**src/sv/khrs_pkg.sv**
```systemverilog
// Shared types and constants for the k-mer hit run segmenter.
// No dependencies.
`timescale 1ns / 1ps

package khrs_pkg;

   localparam int NODE_BITS   = 32;
   localparam int KMER_BITS   = 64;
   localparam int QUEUE_DEPTH = 4;
   localparam int QPTR_BITS   = $clog2(QUEUE_DEPTH);
   localparam int QCNT_BITS   = $clog2(QUEUE_DEPTH + 1);

   localparam logic [1:0] KIND_RUN      = 2'd0;
   localparam logic [1:0] KIND_UNMAPPED = 2'd1;
   localparam logic [1:0] KIND_EMPTY    = 2'd2;

   localparam logic CMD_LOOKUP = 1'b0;
   localparam logic CMD_END    = 1'b1;

   typedef enum logic [1:0] {
      OP_HIT  = 2'd0,
      OP_MISS = 2'd1,
      OP_END  = 2'd2
   } op_type;

   typedef struct packed {
      logic                        cmd;
      logic                        found;
      logic [KMER_BITS-1:0]        kmer;
      logic signed [NODE_BITS-1:0] hit_node;
      logic signed [31:0]          hit_node_pos;
      logic [31:0]                 seq_pos;
      logic [31:0]                 query_id;
      logic [31:0]                 unique_in_node;
      logic [31:0]                 total_in_node;
   } req_type;

   typedef struct packed {
      logic [1:0]                  kind;
      logic                        last_of_sequence;
      logic [31:0]                 run_query_id;
      logic signed [NODE_BITS-1:0] run_node;
      logic [31:0]                 first_query_pos;
      logic [31:0]                 last_query_pos;
      logic signed [31:0]          first_graph_pos;
      logic signed [31:0]          last_graph_pos;
      logic [31:0]                 matched_count;
      logic [31:0]                 possible_count;
      logic [31:0]                 node_kmer_count;
      logic [KMER_BITS-1:0]        lost_kmer;
   } rsp_type;

   // Classified item as queued between front and back end.
   typedef struct packed {
      op_type                      op;
      logic [KMER_BITS-1:0]        kmer;
      logic [NODE_BITS-1:0]        node;
      logic [NODE_BITS-1:0]        node_mag;
      logic signed [31:0]          node_pos;
      logic [31:0]                 seq_pos;
      logic [31:0]                 query_id;
      logic [31:0]                 unique_in_node;
      logic [31:0]                 total_in_node;
   } entry_type;

   typedef struct packed {
      logic      valid;
      entry_type entry;
   } queue_head_type;

endpackage

```
**src/sv/kmer_hit_run_segmenter_core.sv**
```systemverilog
// A result passes through the queue and then the output register after its item is transferred.
// Throughput: one item per clock while no result waits on rsp_ready; the back end applies each item as it is taken.
// A four-entry queue parts front and back; the output register parts back and consumer.
// Reset (synchronous, active high) empties the queue, closes the open run and drops
// any pending result. Depends on khrs_pkg, khrs_front and khrs_back.
`timescale 1ns / 1ps

module kmer_hit_run_segmenter_core import khrs_pkg::*; (
   input  logic    clock,
   input  logic    reset,
   input  logic    req_valid,
   output logic    req_ready,
   input  req_type req_data,
   output logic    rsp_valid,
   input  logic    rsp_ready,
   output rsp_type rsp_data
);

   queue_head_type head;
   logic           pop;

   khrs_front u_front (
      .clock     (clock),
      .reset     (reset),
      .req_valid (req_valid),
      .req_ready (req_ready),
      .req_data  (req_data),
      .head      (head),
      .pop       (pop)
   );

   khrs_back u_back (
      .clock     (clock),
      .reset     (reset),
      .head      (head),
      .pop       (pop),
      .rsp_valid (rsp_valid),
      .rsp_ready (rsp_ready),
      .rsp_data  (rsp_data)
   );

endmodule

```
**src/sv/khrs_front.sv**
```systemverilog
// Front end: classifies incoming lookup results and queues them.
// Depends on khrs_pkg.
`timescale 1ns / 1ps

module khrs_front import khrs_pkg::*; (
   input  logic           clock,
   input  logic           reset,
   input  logic           req_valid,
   output logic           req_ready,
   input  req_type        req_data,
   output queue_head_type head,
   input  logic           pop
);

   entry_type               queue_ff [QUEUE_DEPTH];
   logic [QPTR_BITS-1:0]    wr_ptr_ff, wr_ptr_in;
   logic [QPTR_BITS-1:0]    rd_ptr_ff, rd_ptr_in;
   logic [QCNT_BITS-1:0]    count_ff, count_in;
   entry_type               new_entry;
   logic                    push;
   logic                    do_pop;

   always_comb begin
      new_entry.kmer           = req_data.kmer;
      new_entry.node           = req_data.hit_node;
      new_entry.node_mag       = req_data.hit_node[NODE_BITS-1] ?
                                 NODE_BITS'(-req_data.hit_node) : req_data.hit_node;
      new_entry.node_pos       = req_data.hit_node_pos;
      new_entry.seq_pos        = req_data.seq_pos;
      new_entry.query_id       = req_data.query_id;
      new_entry.unique_in_node = req_data.unique_in_node;
      new_entry.total_in_node  = req_data.total_in_node;
      if (req_data.cmd == CMD_END) begin
         new_entry.op = OP_END;
      end else if (req_data.found) begin
         new_entry.op = OP_HIT;
      end else begin
         new_entry.op = OP_MISS;
      end
   end

   assign req_ready  = (count_ff != QCNT_BITS'(QUEUE_DEPTH));
   assign push       = req_valid && req_ready;
   assign do_pop     = pop && (count_ff != '0);
   assign head.valid = (count_ff != '0);
   assign head.entry = queue_ff[rd_ptr_ff];

   always_comb begin
      wr_ptr_in = push   ? wr_ptr_ff + QPTR_BITS'(1) : wr_ptr_ff;
      rd_ptr_in = do_pop ? rd_ptr_ff + QPTR_BITS'(1) : rd_ptr_ff;
      count_in  = count_ff;
      if (push && !do_pop) begin
         count_in = count_ff + QCNT_BITS'(1);
      end else if (!push && do_pop) begin
         count_in = count_ff - QCNT_BITS'(1);
      end
   end

   always_ff @(posedge clock) begin
      if (reset) begin
         wr_ptr_ff <= '0;
         rd_ptr_ff <= '0;
         count_ff  <= '0;
      end else begin
         wr_ptr_ff <= wr_ptr_in;
         rd_ptr_ff <= rd_ptr_in;
         count_ff  <= count_in;
      end
   end

   always_ff @(posedge clock) begin
      if (push) begin
         queue_ff[wr_ptr_ff] <= new_entry;
      end
   end

endmodule

```
**src/sv/khrs_back.sv**
```systemverilog
// Back end: holds the open run, applies queued items and registers results.
// Depends on khrs_pkg.
`timescale 1ns / 1ps

module khrs_back import khrs_pkg::*; (
   input  logic           clock,
   input  logic           reset,
   input  queue_head_type head,
   output logic           pop,
   output logic           rsp_valid,
   input  logic           rsp_ready,
   output rsp_type        rsp_data
);

   logic                 open_ff, open_in;
   logic [NODE_BITS-1:0] open_node_ff;
   logic [NODE_BITS-1:0] open_mag_ff;
   logic [31:0]          open_query_id_ff;
   logic [31:0]          open_first_qpos_ff;
   logic [31:0]          open_last_qpos_ff;
   logic signed [31:0]   open_first_gpos_ff;
   logic signed [31:0]   open_last_gpos_ff;
   logic [31:0]          open_matched_ff;
   logic [31:0]          open_possible_ff;
   logic [31:0]          open_node_kmers_ff;

   logic                 rsp_valid_ff, rsp_valid_in;
   rsp_type              rsp_data_ff, rsp_data_in;

   logic                 continues;
   logic                 load_run;
   logic                 extend_run;
   logic                 has_result;
   rsp_type              run_record;

   entry_type e;
   assign e = head.entry;

   assign pop = head.valid && (!rsp_valid_ff || rsp_ready);

   always_comb begin
      if (open_mag_ff != e.node_mag) begin
         continues = 1'b0;
      end else if (open_last_gpos_ff > open_first_gpos_ff) begin
         continues = e.node_pos > open_last_gpos_ff;
      end else if (open_last_gpos_ff < open_first_gpos_ff) begin
         continues = e.node_pos < open_last_gpos_ff;
      end else begin
         continues = 1'b1;
      end
   end

   always_comb begin
      run_record.kind             = KIND_RUN;
      run_record.last_of_sequence = 1'b0;
      run_record.run_query_id     = open_query_id_ff;
      run_record.run_node         = open_node_ff;
      run_record.first_query_pos  = open_first_qpos_ff;
      run_record.last_query_pos   = open_last_qpos_ff;
      run_record.first_graph_pos  = open_first_gpos_ff;
      run_record.last_graph_pos   = open_last_gpos_ff;
      run_record.matched_count    = open_matched_ff;
      run_record.possible_count   = open_possible_ff;
      run_record.node_kmer_count  = open_node_kmers_ff;
      run_record.lost_kmer        = '0;
   end

   always_comb begin
      has_result  = 1'b0;
      load_run    = 1'b0;
      extend_run  = 1'b0;
      open_in     = open_ff;
      rsp_data_in = '0;
      rsp_data_in.run_query_id = e.query_id;
      case (e.op)
         OP_END: begin
            has_result = 1'b1;
            open_in    = 1'b0;
            if (open_ff) begin
               rsp_data_in = run_record;
            end else begin
               rsp_data_in.kind = KIND_EMPTY;
            end
            rsp_data_in.last_of_sequence = 1'b1;
         end
         OP_MISS: begin
            has_result            = 1'b1;
            rsp_data_in.kind      = KIND_UNMAPPED;
            rsp_data_in.lost_kmer = e.kmer;
         end
         OP_HIT: begin
            if (!open_ff) begin
               load_run = 1'b1;
            end else if (continues) begin
               extend_run = 1'b1;
            end else begin
               has_result  = 1'b1;
               rsp_data_in = run_record;
               load_run    = 1'b1;
            end
            // a run on node zero counts as no run at all
            if (load_run) begin
               open_in = (e.node != '0);
            end
         end
         default: begin
            has_result = 1'b0;
         end
      endcase
      rsp_valid_in = pop ? has_result : (rsp_valid_ff && !rsp_ready);
   end

   always_ff @(posedge clock) begin
      if (reset) begin
         open_ff      <= 1'b0;
         rsp_valid_ff <= 1'b0;
      end else begin
         if (pop) begin
            open_ff <= open_in;
         end
         rsp_valid_ff <= rsp_valid_in;
      end
   end

   always_ff @(posedge clock) begin
      if (pop && has_result) begin
         rsp_data_ff <= rsp_data_in;
      end
      if (pop && load_run) begin
         open_node_ff       <= e.node;
         open_mag_ff        <= e.node_mag;
         open_query_id_ff   <= e.query_id;
         open_first_qpos_ff <= e.seq_pos;
         open_last_qpos_ff  <= e.seq_pos;
         open_first_gpos_ff <= e.node_pos;
         open_last_gpos_ff  <= e.node_pos;
         open_matched_ff    <= 32'd1;
         open_possible_ff   <= e.unique_in_node;
         open_node_kmers_ff <= e.total_in_node;
      end else if (pop && extend_run) begin
         // hold the count at all ones once full
         if (open_matched_ff != '1) begin
            open_matched_ff <= open_matched_ff + 32'd1;
         end
         open_last_gpos_ff <= e.node_pos;
         open_last_qpos_ff <= e.seq_pos;
      end
   end

   assign rsp_valid = rsp_valid_ff;
   assign rsp_data  = rsp_data_ff;

endmodule

```
**config.mk**
```make
export PLATFORM = sky130hd
export DESIGN_NAME = kmer_hit_run_segmenter_core
export DESIGN_NICKNAME = d
export VERILOG_FILES = /design/src/sv/khrs_pkg.sv /design/src/sv/kmer_hit_run_segmenter_core.sv /design/src/sv/khrs_front.sv /design/src/sv/khrs_back.sv
export SDC_FILE = /design/constraint.sdc
export NUM_CORES = 2
export LEC_CHECK = 0
export BUFFER_PORTS_ARGS = -buffer_cell sky130_fd_sc_hd__buf_2
export CAP_MARGIN = 20
export CORE_MARGIN = 2
export CORE_UTILIZATION = 42
export CTS_BUF_LIST = sky130_fd_sc_hd__clkbuf_2
export CTS_CLUSTER_SIZE = 12
export DETAILED_ROUTE_END_ITERATION = 8
export GPL_TIMING_DRIVEN = 1
export PLACE_DENSITY = 0.59
export SETUP_SLACK_MARGIN = 0.02
export SYNTH_ARGS = -nofsm -noshare
export SYNTH_HDL_FRONTEND = slang
export SYNTH_SLANG_ARGS = --single-unit
```
**constraint.sdc**
```tcl
create_clock -name clock -period 37.2 [get_ports clock]
set_input_delay 5.58 -clock clock [delete_from_list [all_inputs] [get_ports clock]]
set_output_delay 5.58 -clock clock [all_outputs]
set_load 0.005 [all_outputs]
```
==> metrics.yaml <==
run_status: "completed"
synthCells: 3197
comb_power_share: 0.234
worst-setup-path-type: "reg -> out"
final_common_cell: "sky130_fd_sc_hd__edfxtp_1"
worst_path_dominant_cell_family: "flip-flops"
slew_headroom: 0.186
synth_top_cell_by_area: "sky130_fd_sc_hd__edfxtp_1"
core_area_um2: 161000
root_buffer: "sky130_fd_sc_hd__clkbuf_2"
pwr-share-clk: 0.224
route.detailed.wl_per_inst_um: 22.7
postCtsResizedCells: 0
tritoncts: "done"
setup_viol: 0
cts_inserted_buffers: 467
power_frac_seq: 0.542
ys_warn_count: 0
layout.cells.non_filler: 6679
finalNetCount: 4542
worstSetupStartpointType: "flop"
tightestPinTransition_ps: 1220
cts_hold_repair.buffers: 0
route.antenna.remaining_nets: 0
routabilityCongestion: 0.780
critical_path.max_fanout: 6
critical_path.endpoint_type: "primary output"
dr_total_vias: 33900
synth_top_cell_area_share: 0.793
overall_routing_resource_usage: 0.182
dp_hpwl_um: 91000
tritoncts_num_sinks: 1841
final.setup_skew_ps: 216
numPortBuffers: 618
grt_start_max_net_pins: 195
die_x_um: 407
fp.dieArea_um2: 165000
post_syn_nets: 3535
synth.top_cells.by_area: "sky130_fd_sc_hd__edfxtp_1, sky130_fd_sc_hd__mux4_2, sky130_fd_sc_hd__and2_1, sky130_fd_sc_hd__ha_1, sky130_fd_sc_hd__dfxtp_1"
synth_seq_cells: 1841
crit_buf_inv: 1
detail_route.drc_violations: 0
cts_post_setup_buffers_inserted: 0
setup-tns-final_ps: 0
synth.yosys.seq_area_share: 0.805
initial_core_util: 0.424
routed_via_density: 5.07
final_design_utilization: 0.484
cpMaxStageDelayCell: "sky130_fd_sc_hd__dfxtp_1"
critical_path.cell_chain: "nor2_1, nand2_1, buf_2"
timing.final.hold_violations: 0
layout_common_cells: "sky130_fd_sc_hd__edfxtp_1, sky130_fd_sc_hd__clkbuf_2, sky130_fd_sc_hd__buf_2, sky130_fd_sc_hd__and2_1, sky130_fd_sc_hd__mux4_2"
synth.avg_cell_area_um2: 21.3
finalInstanceArea_um2: 77800
cp.arrival_ps: 2660
max-clock-path-buffers: 4
peakVddDrop_uv: 61.7
dieHeight_um: 407
yosysUniqueCellTypes: 49
grt_antenna_before_repair: 66
timing.final.max_slew_violations: 0
cellInternalPower_mw: 3.90
worst_hold_path_type: "reg -> reg"
dpl.cell_count: 5895
postSynth.asyncResetShare: 0
via_count_of_the_first_global_routing_pass: 34900
count_of_fill_cells_added_during_filler_insertion: 13600
detailed_place.area_um2: 74000
synth-main-ff-cell: "sky130_fd_sc_hd__edfxtp_1"
sequential_cell_area_um2: 54900
drv.max_cap_violation_count: 0
cp_data_required_time_ps: 31620
global_route.overflow_total: 0
wl_um: 152000
placement_rows: 147
total_switching_power_mw: 1.72
max_clk_rate_mhz: 121
clock_latency_of_the_later_clocked_register_in_the_worst_skew_pair_ps: 1870
power.switching_fraction: 0.306
mappedNetlistArea_um2: 68100
area_growth_pct: 14.2
firstDrtPassIters: 7
place_ws_ps: 28010
p_leak_nw: 27.2
period_needed_ps: 8240
multi_input_comb_area_um2: 12600
p_per_area_nw_per_um2: 72.2
layout-drive-gt1-share: 0.370
path_clk_slew_ps: 110
period_share: 0.222
design.portCount: 619
cp_slowest_stage_delay_ps: 440
synth_edf_count: 1798
grt_setup_unrepaired: "false"
global_route_wire_length_before_repair_um: 221000
h-tree-depth: 5
timing.final.ws_setup_ps: 28960
initialDrtViolationCount: 2137
cells in the mapped netlist, drive strengths merged, types with 39 or more instances:
cell type / number
buf: 40
a21oi: 39
inv: 85
clkbuf: 79
mux4: 289
nand2: 44
ha: 75
and2: 325
nor2: 42
xor2: 46
dfxtp: 43
edfxtp: 1798
per-layer routing:
layer	track usage	share of wire	vias up
met5	0	0.0023	-
met3	0.0612	0.078	289
met2	0.282	0.47	1138
met1	0.243	0.42	17300
li1	-	-	15100
met4	0.0599	0.021	56
flip-flops by register name (all words and copies together) (netlist names), named ones only:
name                       cells
u_back.open_node_ff           31
u_front.count_ff               3
u_back.open_ff                 1
u_back.rsp_data              355
u_front.wr_ptr_ff              2
u_back.open_last_qpos_ff      32
u_back.open_matched_ff        32
u_back.open_possible_ff       32
u_back.open_query_id_ff       32
u_front.queue_ff            1156
u_back.open_node_kmers_ff     32
u_front.rd_ptr_ff              2
u_back.open_mag_ff            32
u_back.rsp_valid               1
u_back.open_first_gpos_ff     32
u_back.open_last_gpos_ff      32
u_back.open_first_qpos_ff     32
path summary, 6_finish.rpt:
kind | startpoint | to | slack (ps) | cells past startpoint
setup / recovery | u_front.count_ff[0]$_SDFFE_PP0P_ | req_ready | 28960 | 3
hold / removal | u_front.queue_ff[0][110]$_DFFE_PP_ | u_back.open_first_qpos_ff[14]$_DFFE_PP_ | 450 | 1
setup reg to reg | flop | u_back.rsp_data[297]$_DFFE_PP_ | 28970 | 14
hold reg to reg | u_front.queue_ff[0][110]$_DFFE_PP_ | u_back.open_first_qpos_ff[14]$_DFFE_PP_ | 450 | 1
through the flow:
step,power (mW),hold slack [ps]
2_1_floorplan,3.96,462
3_3_place_gp,4.44,493
3_5_place_dp,4.45,495
4_1_cts,5.73,440
5_1_grt,5.95,434
6_report,5.62,454
layout make-up:
type                            instances  area share
Sequential cell                      1841       0.705
Multi-Input combinational cell       1152       0.162
Timing Repair Buffer                  657      0.0450
Clock buffer                          675      0.0434
Tap cell                             2160      0.0347
Clock inverter                         88     0.00529
Inverter                               85     0.00412
Antenna cell                           21    0.000676
cells by family after synthesis:
logic type,after synthesis,synth area share
adders and majority gates,76,0.0141
AOI/OAI and AO/OA,137,0.0137
muxes,305,0.0979
xor gates and xnor gates,78,0.0100
and+or+nand+nor,556,0.0478
buffers and inverters,204,0.0113
DFF,1841,0.805
power by group through the flow:
stage / clock network, mW / logic [mW] / registers (mW)
2_1_floorplan: 0 / 0.745 / 3.22
3_3_place_gp: 0 / 1.35 / 3.09
3_5_place_dp: 0 / 1.36 / 3.09
4_1_cts: 1.32 / 1.36 / 3.05
5_1_grt: 1.42 / 1.45 / 3.08
6_report: 1.26 / 1.32 / 3.04
(Power assumes the default switching activity.)
